<file path="src/design/aqw_pkg.sv">
package aqw_pkg;

  localparam int unsigned MaxNodes = 4096;
  localparam int unsigned IdxW     = $clog2(MaxNodes);
  localparam int unsigned NodeW    = 32;
  localparam int unsigned WeightW  = 48;
  localparam int unsigned DivW     = 64;
  localparam int unsigned DivCntW  = $clog2(DivW + 1);

  localparam logic signed [WeightW-1:0] WMax = {1'b0, {(WeightW-1){1'b1}}};
  localparam logic signed [WeightW-1:0] WMin = {1'b1, {(WeightW-1){1'b0}}};

  typedef enum logic [1:0] {
    PH_FIRST  = 2'd0,
    PH_LEFT   = 2'd1,
    PH_MIDDLE = 2'd2
  } phase_e;

  typedef enum logic [6:0] {
    ST_IDLE  = 7'b0000001,
    ST_MUL   = 7'b0000010,
    ST_DIVL  = 7'b0000100,
    ST_MULR  = 7'b0001000,
    ST_DIVR  = 7'b0010000,
    ST_EMIT  = 7'b0100000,
    ST_SPARE = 7'b1000000
  } state_e;

  typedef struct packed {
    logic signed [WeightW-1:0] weight;
    logic [IdxW-1:0]           index;
    logic                      last;
  } result_t;

  function automatic logic [IdxW-1:0] next_index(input logic [IdxW-1:0] i);
    next_index = i + IdxW'(1);
  endfunction

  function automatic logic signed [WeightW-1:0] sat48(input logic signed [65:0] w);
    if (w > 66'(signed'(WMax))) sat48 = WMax;
    else if (w < 66'(signed'(WMin))) sat48 = WMin;
    else sat48 = w[WeightW-1:0];
  endfunction

endpackage

</file>
<file path="src/design/aqw_divider.sv">
// Restoring divider, one quotient bit per cycle. Divisor zero gives zero.
// The high word of the dividend is preloaded into the remainder, so the
// quotient must fit in the low word.
module aqw_divider (
  input  logic                          clk_i,
  input  logic                          rst_ni,
  input  logic                          start_i,
  input  logic [2*aqw_pkg::DivW-1:0]    dividend_i,
  input  logic [aqw_pkg::DivW-1:0]      divisor_i,
  output logic                          done_o,
  output logic [aqw_pkg::DivW-1:0]      quotient_o
);
  localparam int unsigned W = aqw_pkg::DivW;

  logic [2*W-1:0]                 num_q, num_d;
  logic [W:0]                     rem_q, rem_d;
  logic [W-1:0]                   den_q, den_d;
  logic [aqw_pkg::DivCntW-1:0]    cnt_q, cnt_d;
  logic                           busy_q, busy_d;
  logic [W:0]                     shifted;
  logic [W:0]                     diff;

  always_comb begin
    num_d   = num_q;
    rem_d   = rem_q;
    den_d   = den_q;
    cnt_d   = cnt_q;
    busy_d  = busy_q;
    shifted = {rem_q[W-1:0], num_q[2*W-1]};
    diff    = shifted - {1'b0, den_q};
    if (start_i) begin
      num_d  = {dividend_i[W-1:0], {W{1'b0}}};
      den_d  = divisor_i;
      rem_d  = {1'b0, dividend_i[2*W-1:W]};
      cnt_d  = '0;
      busy_d = 1'b1;
    end else if (busy_q) begin
      // Quotient bits shift into the low end of the numerator register.
      if (!diff[W]) begin
        rem_d = diff;
        num_d = {num_q[2*W-2:0], 1'b1};
      end else begin
        rem_d = shifted;
        num_d = {num_q[2*W-2:0], 1'b0};
      end
      cnt_d = cnt_q + 1'b1;
      if (cnt_q == aqw_pkg::DivCntW'(W) - 1'b1) busy_d = 1'b0;
    end
  end

  always_ff @(posedge clk_i or negedge rst_ni) begin
    if (!rst_ni) begin
      busy_q <= 1'b0;
      cnt_q  <= '0;
    end else begin
      busy_q <= busy_d;
      cnt_q  <= cnt_d;
    end
  end

  always_ff @(posedge clk_i) begin
    num_q <= num_d;
    rem_q <= rem_d;
    den_q <= den_d;
  end

  assign done_o     = busy_q && (cnt_q == aqw_pkg::DivCntW'(W) - 1'b1);
  assign quotient_o = den_q == '0 ? '0 : num_d[W-1:0];
endmodule

</file>
<file path="config.mk">
export PLATFORM = sky130hd
export DESIGN_NAME = aqw_divider
export DESIGN_NICKNAME = d
export VERILOG_FILES = /design/src/design/aqw_pkg.sv /design/src/design/aqw_divider.sv
export SDC_FILE = /design/constraint.sdc
export NUM_CORES = 1
export LEC_CHECK = 0
export BUFFER_PORTS_ARGS = -buffer_cell sky130_fd_sc_hd__clkbuf_2
export CORE_MARGIN = 8
export CORE_UTILIZATION = 40
export DETAILED_ROUTE_END_ITERATION = 7
export SETUP_SLACK_MARGIN = 0.3
export SLEW_MARGIN = 20
export SYNTH_ARGS = -nofsm -noshare
export SYNTH_HDL_FRONTEND = slang
export SYNTH_SLANG_ARGS = --single-unit
</file>
<file path="constraint.sdc">
create_clock -name clk_i -period 3.6 [get_ports clk_i]
set_input_delay 0.54 -clock clk_i [delete_from_list [all_inputs] [get_ports clk_i]]
set_output_delay 0.54 -clock clk_i [all_outputs]
set_load 0.02 [all_outputs]
</file>
Word-level counts from Yosys, hierarchy flattened
Cells that the tools add are included.
{ "classes": {"add_sub_neg": 2, "eq_ne": 1, "n_mux": 12, "n_reduce_logical": 3} }
{ "ops": {"columns": ["operator", "n"], "rows": [
  ["$mux 128", 2],
  ["$mux 64", 4],
  ["$sub 65x64->65", 1],
  ["$logic_not 64->1", 1],
  ["$mux 7", 2],
  ["$add 7x1->7 const B", 1],
  ["$eq 7x6->1 const B", 1],
  ["$mux 1", 4],
  ["$reduce_bool 2->1", 1],
  ["$logic_and 1x1->1", 1]
]} }
{ "word_totals": {"elab_cells": 24, "regBits": 264, "input_bits": 195, "output_inout_bits": 65} }

Longest topological paths before layout
Gate-level depths: netlist (run 1).
{ "depth": {"depth_word": 5, "ltp_mapped": 16, "ltp_nobuf": 14} }

Least setup slack after synthesis (run 1)
Ideal clock, no wire load.
{ "synth_timing": {"path_type": "register to output", "from": "register rem_q[24]", "to": "output quotient_o[0] in the netlist's numbering", "path_buffers": 2, "slack_ns": -0.407, "stages_incl_launch_ff": 14, "required_ns": 3.060, "arrival_ns": 3.467, "path_cell_list": "edfxtp_1 > ha_1 > buf_6 > a211oi_4 > nor2_2 > o41ai_2 > o2111ai_1 > and4_4 > a2111o_1 > nand2_1 > a311oi_4 > buf_6 > mux2_2 > nor3_1"} }
{ "synth_between": {"elab_chain_len": 5} }
{ "synth_lines": {"columns": ["element", "line", "source"], "rows": [
  ["start: declaration", "aqw_divider.sv:16", "logic [W:0] rem_q, rem_d;"],
  ["start signal: assignment", "aqw_divider.sv:63", "rem_q <= rem_d;"],
  ["$sub 65x64->65", "aqw_divider.sv:30", "diff = shifted - {1'b0, den_q};"],
  ["$mux 1", "aqw_divider.sv:39", "if (!diff[W]) begin"],
  ["$mux 128", "aqw_divider.sv:37", "end else if (busy_q) begin"],
  ["$mux 128", "aqw_divider.sv:31", "if (start_i) begin"],
  ["$mux 64", "aqw_divider.sv:68", "assign quotient_o = den_q == '0 ? '0 : num_d[W-1:0];"],
  ["end: declaration", "aqw_divider.sv:11", "output logic [aqw_pkg::DivW-1:0] quotient_o"]
]} }
No other way between the ends. The select of a mux whose other input is x is not followed.

Worst setup path in the final report (run 1)
{ "layout_timing": {"from": "register den_q[25]", "to": "output quotient_o[0] in the netlist's numbering"} }
{ "layout_between": {"elab_chain_len": 5, "word_cells_on_any_way": 6, "cone_classes": "add/sub: 1; mux: 4; reduce/logical: 1"} }
{ "layout_lines": {"columns": ["element", "line", "source"], "rows": [
  ["start: declaration", "aqw_divider.sv:17", "logic [W-1:0] den_q, den_d;"],
  ["start signal: assignment", "aqw_divider.sv:64", "den_q <= den_d;"],
  ["$sub 65x64->65", "aqw_divider.sv:30", null],
  ["$mux 1", "aqw_divider.sv:39", null],
  ["$mux 128", "aqw_divider.sv:37", null],
  ["$mux 128", "aqw_divider.sv:31", null],
  ["$mux 64 *", "aqw_divider.sv:68", null]
]} }
Mark *: on every way between the ends. The rest lies on a longest branch, timed or not. The select of a mux whose other input is x is not followed.

==> out/results.tsv, run 1 <==
stage	metric	value	unit
routing	route.vias.total	12590	
routing	vias_per_cell	5.357	
power_and_ir_drop	clkPwrFrac	0.185	
cells_and_area	multi_input_area	0.007860	sq mm
critical_path	highest_cell_delay_on_the_worst_timing_path	460	ps
synth	synthTopCellsByArea	sky130_fd_sc_hd__edfxtp_1 39%, sky130_fd_sc_hd__dfxtp_1 8.6%, sky130_fd_sc_hd__mux2i_1 7.4%	
power_and_ir_drop	power.combinational.fraction	0.566	
power_and_ir_drop	power.density	825.9	mW/mm^2
critical_path	worst_ep_required_time	3060	ps
run_status	violations	negative setup slack	
cells_and_area	regArea	0.007251	sq mm
clock_network	max-clock-path-buffers	3	
cells_and_area	post_route_core_utilization	0.5685	
run_status	outcome	finished, violations left	
floorplanning	design.die.area	0.04372	sq mm
floorplanning	row_count	70	
cells_and_area	final.fill_count	3133	
synth	post_synth_inst_count	1428	
cells_and_area	final_layout_size_suffix_gt1_frac	0.3516	
cells_and_area	instances_no_fill	2350	
sta	final_critical_path_setup_slack	-756.5	ps
synth	mean_instance_size_in_the_synthesized_netlist	10.45	sq um
placed_design	port_buffers	259	
global_routing	grt.overflow.total	0	
routing	post-route-drc-count	0	
routing	ant_nets	0	
power_and_ir_drop	total_power	17.23	mW
sta	timing.max_slew.rel_slack	0.3757	
clock_network	tritoncts.num_buffers	30	
sta	slew_viol_final	0	
global_routing	grt_first_pass_wirelength	70170	um
global_routing	grt_pass1_vias	12860	
routing	drt_first_pass_iters	5	
routing	detail_route.iter0.violations	836	
sta	period_share	1.210	
power_and_ir_drop	sequentialPowerShare	0.249	
routing	wl	46210	um
sta	fin_crit	4357	ps
clock_network	h_tree_lvl_count	1	
floorplanning	effective_utilization_at_floorplan	0.4064	
power_and_ir_drop	swShare	0.3556	
sta	clock-skew-final	32.58	ps
critical_path	crit_path_start_kind	register	
clock_network	clk_root_buffer_cell	sky130_fd_sc_hd__clkbuf_16	
clock_network	tritoncts	built	
synth	synth_top_area_frac	0.3865	
sta	timing.setup.tns	-20730	ps
clock_network	clkLatencyLatePin	590	ps
sta	max_freq	229.5	MHz
sta	tightest_slew	936.5	ps
floorplanning	die_height	209.1	um
clock_network	clk_transition_reported_paths	60	ps
sta	setup_violations	65	
hold_path	worst_hold_path_type	primary input to register	
critical_path	worst_path_max_delay_cell	sky130_fd_sc_hd__a2111o_1	
cells_and_area	finalNetCount	2117	
power_and_ir_drop	ir_worst_vdd	0.4635	mV
synth	sequential_fraction_of_the_synthesis_area	0.4859	
synth	count_of_flip_flops_with_a_built_in_enable_after_synthesis	192	
power_and_ir_drop	static-leakage-power	9.543	nW
synth	syn-num-nets	1689	
cells_and_area	synthToLayoutAreaGrowth	39.87	%
sta	hold_viol_final	0	
synth	synth.distinct_cells	69	
synth	ys_top_cells_by_count	192 x sky130_fd_sc_hd__edfxtp_1, 115 x sky130_fd_sc_hd__nor2_1, 111 x sky130_fd_sc_hd__mux2i_1, 93 x sky130_fd_sc_hd__nand2_1, 84 x sky130_fd_sc_hd__inv_1	
critical_path	worstPathMaxFanout	2	
critical_path	worst-endpoint-arrival	3820	ps
critical_path	end_kind	primary output	
job	timing.max_cap.violations	0	
global_routing	grt_max_degree	131	
synth	ys.flop_type	sky130_fd_sc_hd__edfxtp_1	
placed_design	pre_cts_slack	-458.8	ps
placed_design	dp.final_hpwl	32280	um
critical_path	worstPathCellList	inv_2 -> ha_4 -> a211oi_4 -> nor2_4 -> o41ai_4 -> o2111ai_2 -> and4_4 -> a2111o_1 -> nand2_2 -> a311oi_4 -> buf_6 -> mux2_4 -> nor3_4 -> clkbuf_8	
sta	grt_setup_unrepaired	true	
global_routing	grt_use_total	0.1971	
power_and_ir_drop	net-switching-power	6.127	mW
placed_design	globalplace.congestion	0.8703	
synth	synth.cell_area	0.01492	sq mm
synth	postSynthRegisterBits	264	
global_routing	antenna_found_initial	9	
critical_path	critical_path_class	register to primary output	
routing	detail_route.wl_per_cell	19.67	um
synth	synth_warnings	0	
floorplanning	die_x	209.1	um
synth	post-synth-top-area-cell	sky130_fd_sc_hd__edfxtp_1	
floorplanning	i_o_pin_cnt	260	
clock_network	clock_sinks	264	
placed_design	dp_cell_count	2237	
synth	synth.most_common_cell	sky130_fd_sc_hd__edfxtp_1	
power_and_ir_drop	internal_power	11.10	mW
synth	share_of_flip_flops_with_an_asynchronous_set_or_reset_after_synthesis	0.03030	
floorplanning	floorplan.core_area	0.03670	sq mm
[cell type report]
cell class,count,share of cell area
diodes,2,0.0002399
repair buffers,483,0.1832
inverters,84,0.01511
well taps,468,0.02807
multi-input cells,993,0.3768
clock buffers,38,0.03742
clock inverters,18,0.01169
flip-flops and latches,264,0.3475
[cells in the final DEF, fill, tap and decap left out, drive strengths merged, types with 35 or more instances in the layout]
| cell type | count |
|---|---|
| xnor2 | 35 |
| o21ai | 87 |
| nand2 | 93 |
| inv | 84 |
| a21oi | 73 |
| buf | 283 |
| mux2i | 111 |
| edfxtp | 192 |
| clkbuf | 237 |
| a22o | 64 |
| a21o | 37 |
| dfxtp | 64 |
| nor2 | 116 |
| ha | 65 |
| nor3 | 73 |
[worst paths after layout]
kind                                     startpoint                  end  slack, ps  depth (start not counted)
worst max-delay path            den_q[25]$_DFFE_PP_        quotient_o[0]       -760                         14
worst min-delay path                  divisor_i[60]  den_q[60]$_DFFE_PP_        120                          1
worst max register to register  den_q[25]$_DFFE_PP_  rem_q[40]$_DFFE_PP_       -650                         26
max in group asynchronous                    rst_ni     busy_q$_DFF_PN0_       3040                          2
min in group asynchronous                    rst_ni     busy_q$_DFF_PN0_        360                          2
worst min register to register     num_q[1]$_DFF_P_     num_q[1]$_DFF_P_        520                          2
[critical path, delay by kind of cell, from the launching register on]
| family | cells | cell delay, ps |
|---|---|---|
| fa+ha+maj | 1 | 210 |
| buf+inv | 3 | 420 |
| simple gates | 4 | 530 |
| flops | 1 | 410 |
| compound gates | 5 | 1420 |
| mux | 1 | 270 |
[what timing repair did]
| action | 4_1_cts | 5_1_grt |
|---|---|---|
| buffers inserted | 41 | 4 |
| gates resized for setup | 69 | 330 |
| cloned | 4 | 5 |
| hold endpoints to repair | 8 | 0 |
| hold buffers | 1 | 0 |
| pin swaps | 15 | 60 |
| endpoints found under the setup margin | 129 | 129 |
[sequential cells by signal (all words and copies together) (netlist names)]
signal / flops
rem_q: 64
num_q: 128
busy_q: 1
cnt_q: 7
den_q: 64
[power groups by stage]
stage / Sequential [mW] / Clock, mW / Combinational, mW
finish: 4.30 / 3.19 / 9.74
global route: 4.36 / 3.38 / 10.6
CTS: 4.29 / 3.26 / 9.33
detailed placement: 4.32 / 0 / 7.71
global placement: 4.33 / 0 / 7.62
floorplan: 4.20 / 0 / 5.32
[metrics by stage]
step           instance area (sq um)  hold slack [ps]
2_1_floorplan                  14980            244.4
3_3_place_gp                   17820            396.3
3_5_place_dp                   17820            392.3
4_1_cts                        19580            92.77
5_1_grt                        20860            98.89
6_report                       20860            122.7
[layer usage]
layer / part of all wire / up-vias / global-route usage
li1: - / 6164 / -
met1: 0.45 / 6014 / 0.2654
met2: 0.47 / 333 / 0.3197
met3: 0.058 / 63 / 0.04415
met4: 0.022 / 14 / 0.04593
met5: 0.0019 / - / 0
[logic make-up after synthesis]
family	after synthesis	share of synthesized area
muxes	134	0.09186
and+or+nand+nor	393	0.1268
buffers and inverters	171	0.04991
DFF	264	0.4859
xor gates and xnor gates	62	0.03641
AOI/OAI and AO/OA	338	0.1533
adders and majority gates	66	0.05587
Power figures use the tool's default switching activity.
==> run 2, diff against run 1 <==
--- a/config.mk
+++ b/config.mk
@@ -7,8 +7,9 @@
 export LEC_CHECK = 0
 export BUFFER_PORTS_ARGS = -buffer_cell sky130_fd_sc_hd__clkbuf_2
 export CORE_MARGIN = 8
-export CORE_UTILIZATION = 40
+export CORE_UTILIZATION = 52
 export DETAILED_ROUTE_END_ITERATION = 7
+export PLACE_DENSITY = 0.78
 export SETUP_SLACK_MARGIN = 0.3
 export SLEW_MARGIN = 20
 export SYNTH_ARGS = -nofsm -noshare
==> out/results.tsv, run 2 (synthesis results as in run 1) <==
stage	metric	value	unit	change
clock_network	clock_sinks	264		unchanged
power_and_ir_drop	net-switching-power	6.247	mW	was 6.127 mW
power_and_ir_drop	static-leakage-power	9.457	nW	was 9.543 nW
cells_and_area	final_cell_mix	196 x sky130_fd_sc_hd__clkbuf_2, 192 x sky130_fd_sc_hd__edfxtp_1, 166 x sky130_fd_sc_hd__buf_4, 114 x sky130_fd_sc_hd__nor2_1, 100 x sky130_fd_sc_hd__mux2i_1		was 194 x sky130_fd_sc_hd__clkbuf_2, 192 x sky130_fd_sc_hd__edfxtp_1, 174 x sky130_fd_sc_hd__buf_4, 113 x sky130_fd_sc_hd__nor2_1, 101 x sky130_fd_sc_hd__mux2i_1
cells_and_area	largestRegisters	num_q x128, den_q x64, rem_q x64		unchanged
clock_network	h_tree_lvl_count	1		unchanged
cells_and_area	final_common_cell	sky130_fd_sc_hd__clkbuf_2		unchanged
global_routing	grt_pass1_vias	13260		was 12.86k
critical_path	worst_path_max_delay_cell	sky130_fd_sc_hd__a2111o_1		unchanged
power_and_ir_drop	total_power	16.93	mW	was 17.23 mW
critical_path	rrSetupSlack	-250	ps	was -650 ps
power_and_ir_drop	swShare	0.3691		was 0.3556
sta	final_critical_path_setup_slack	-691.8	ps	was -756.5 ps
sta	tightest_slew	1284	ps	was 936.5 ps
floorplanning	die_x	185.4	um	was 209.1 um
sta	grt_setup_unrepaired	true		unchanged
routing	ant_nets	0		unchanged
clock_network	max-clock-path-buffers	3		unchanged
run_status	outcome	finished, violations left		unchanged
cells_and_area	post_route_core_utilization	0.7260		was 0.5685
routing	vias_per_cell	5.923		was 5.357
placed_design	postPlaceCellArea	0.01760	sq mm	was 0.01782 sq mm
routing	detail_route.iter0.violations	1063		was 836
floorplanning	die_height	185.4	um	was 209.1 um
global_routing	grt_first_pass_wirelength	68830	um	was 70170 um
routing	detail_route.wl_per_cell	21.49	um	was 19.67 um
routing	route.vias.total	13300		was 12.59k
routing	post-route-drc-count	0		unchanged
sta	clock-skew-final	40.61	ps	was 32.58 ps
sta	timing.setup.tns	-10430	ps	was -20730 ps
global_routing	grt_use_total	0.2507		was 0.1971
power_and_ir_drop	ir_worst_vdd	0.5343	mV	was 0.4635 mV
sta	setup_violations	64		was 65
clock_network	tritoncts.num_buffers	30		unchanged
critical_path	crit_path_start_kind	register		unchanged
global_routing	grt_max_degree	111		was 131
placed_design	port_buffers	259		unchanged
sta	timing.max_slew.rel_slack	0.1441		was 0.3757
cells_and_area	finalNetCount	2100		was 2117
floorplanning	effective_utilization_at_floorplan	0.5239		was 0.4064
global_routing	antenna_found_initial	6		was 9
floorplanning	floorplan.core_area	0.02847	sq mm	was 0.03670 sq mm
clock_network	clk_root_buffer_cell	sky130_fd_sc_hd__clkbuf_16		unchanged
cells_and_area	largest_register	num_q		unchanged
placed_design	dp.final_hpwl	30880	um	was 32280 um
critical_path	critical_path_class	register to primary output		unchanged
sta	slew_viol_final	0		unchanged
run_status	violations	negative setup slack		unchanged
power_and_ir_drop	clkPwrFrac	0.175		was 0.185
routing	drt_first_pass_iters	8		was 5
power_and_ir_drop	sequentialPowerShare	0.257		was 0.249
power_and_ir_drop	power.combinational.fraction	0.568		was 0.566
routing	wl	48260	um	was 46210 um
floorplanning	design.die.area	0.03436	sq mm	was 0.04372 sq mm
critical_path	highest_cell_delay_on_the_worst_timing_path	490	ps	was 460 ps
sta	hold_viol_final	0		unchanged
critical_path	worstPathCellList	ha_4 -> a211oi_4 -> nor2_2 -> o41ai_4 -> and3_1 -> nand4b_1 -> a2111o_1 -> nand2_2 -> a311oi_4 -> buf_6 -> mux2_4 -> nor3_4 -> clkbuf_8		was inv_2 -> ha_4 -> a211oi_4 -> nor2_4 -> o41ai_4 -> o2111ai_2 -> and4_4 -> a2111o_1 -> nand2_2 -> a311oi_4 -> buf_6 -> mux2_4 -> nor3_4 -> clkbuf_8
sta	max_freq	233.0	MHz	was 229.5 MHz
critical_path	worst_ep_required_time	3060	ps	about the same
critical_path	end_kind	primary output		unchanged
cells_and_area	largest_register_ff_count	128		unchanged
clock_network	clkLatencyLatePin	580	ps	was 590 ps
floorplanning	i_o_pin_cnt	260		unchanged
power_and_ir_drop	internal_power	10.68	mW	was 11.10 mW
clock_network	tritoncts	built		unchanged
cells_and_area	synthToLayoutAreaGrowth	38.58	%	was 39.87%
global_routing	grt.overflow.total	0		unchanged
critical_path	worst-endpoint-arrival	3750	ps	was 3820 ps
sta	fin_crit	4292	ps	was 4357 ps
critical_path	worstPathMaxFanout	2		unchanged
placed_design	globalplace.congestion	0.9301		was 0.8703
cells_and_area	final_design_area_no_fill	0.02067	sq mm	was 0.02086 sq mm
cells_and_area	final.fill_count	1853		was 3133
floorplanning	row_count	62		was 70
cells_and_area	final_layout_size_suffix_gt1_frac	0.3532		was 0.3516
sta	period_share	1.192		was 1.210
job	timing.max_cap.violations	0		unchanged
power_and_ir_drop	power.density	818.9	mW/mm^2	was 825.9 mW/mm^2
clock_network	clk_transition_reported_paths	60	ps	about the same
hold_path	worst_hold_path_type	primary input to register		unchanged
[run 2: critical path: cells and delay by family, from the launching register on]
family	cells	cell delay (ps)
compound gates	4	1170
buf+inv	2	340
simple gates	5	700
mux	1	270
flops	1	450
fa+ha+maj	1	270
[run 2: path summary, 6_finish.rpt]
check | from | to | cells past startpoint
max | rem_q[24]$_DFFE_PP_ | quotient_o[0] | 13
min | divisor_i[20] | den_q[20]$_DFFE_PP_ | 1
max reg2reg | rem_q[24]$_DFFE_PP_ | rem_q[27]$_DFFE_PP_ | 14
min reg2reg | num_q[1]$_DFF_P_ | num_q[2]$_DFF_P_ | 2
max in group asynchronous | rst_ni | busy_q$_DFF_PN0_ | 2
min in group asynchronous | rst_ni | cnt_q[1]$_DFFE_PN0P_ | 2
[run 2: per-layer routing]
layer  track usage  routed length (um)
met5             0                  61
met3       0.04943                3887
met2        0.4202               23800
met4       0.09955                1848
met1        0.3144               18660
[run 2: what timing repair did]
| item | 4_1_cts | 5_1_grt |
|---|---|---|
| pin swaps | 36 | 48 |
| gates resized for setup | 144 | 262 |
| endpoints found under the setup margin | 128 | 129 |
| buffers inserted | 20 | 18 |
| gates cloned | 9 | 2 |
| hold buffers | 1 | 0 |
| hold endpoints to repair | 8 | 0 |
[run 2: area by class of cell]
type	instances	area, sq um	area share
multi-input cells	993	7970	0.3856
flip-flops and latches	264	7251	0.3508
repair buffers	466	3685	0.1783
clock buffers	39	859.6	0.04159
well taps	384	480.5	0.02324
inverters	84	315.3	0.01525
clock inverters	14	103.9	0.005024
diodes	2	5.005	0.0002421
[run 2: through the flow]
| step | instances | setup WS [ps] | hold WS, ps |
|---|---|---|---|
| floorplan | 1428 | -146.7 | 244.4 |
| global placement | 2141 | -256.2 | 396.3 |
| detailed placement | 2141 | -350.3 | 393.4 |
| CTS | 2224 | -782.4 | 105.0 |
| global route | 2245 | -849.8 | 107.2 |
| finish | 2246 | -691.8 | 127.9 |
[run 2: power groups by stage]
stage	clock network, mW	logic [mW]	registers [mW]
finish	2.95	9.62	4.35
global route	3.12	10.3	4.39
CTS	2.98	8.84	4.31
detailed placement	0	7.53	4.33
global placement	0	7.34	4.32
floorplan	0	5.32	4.20
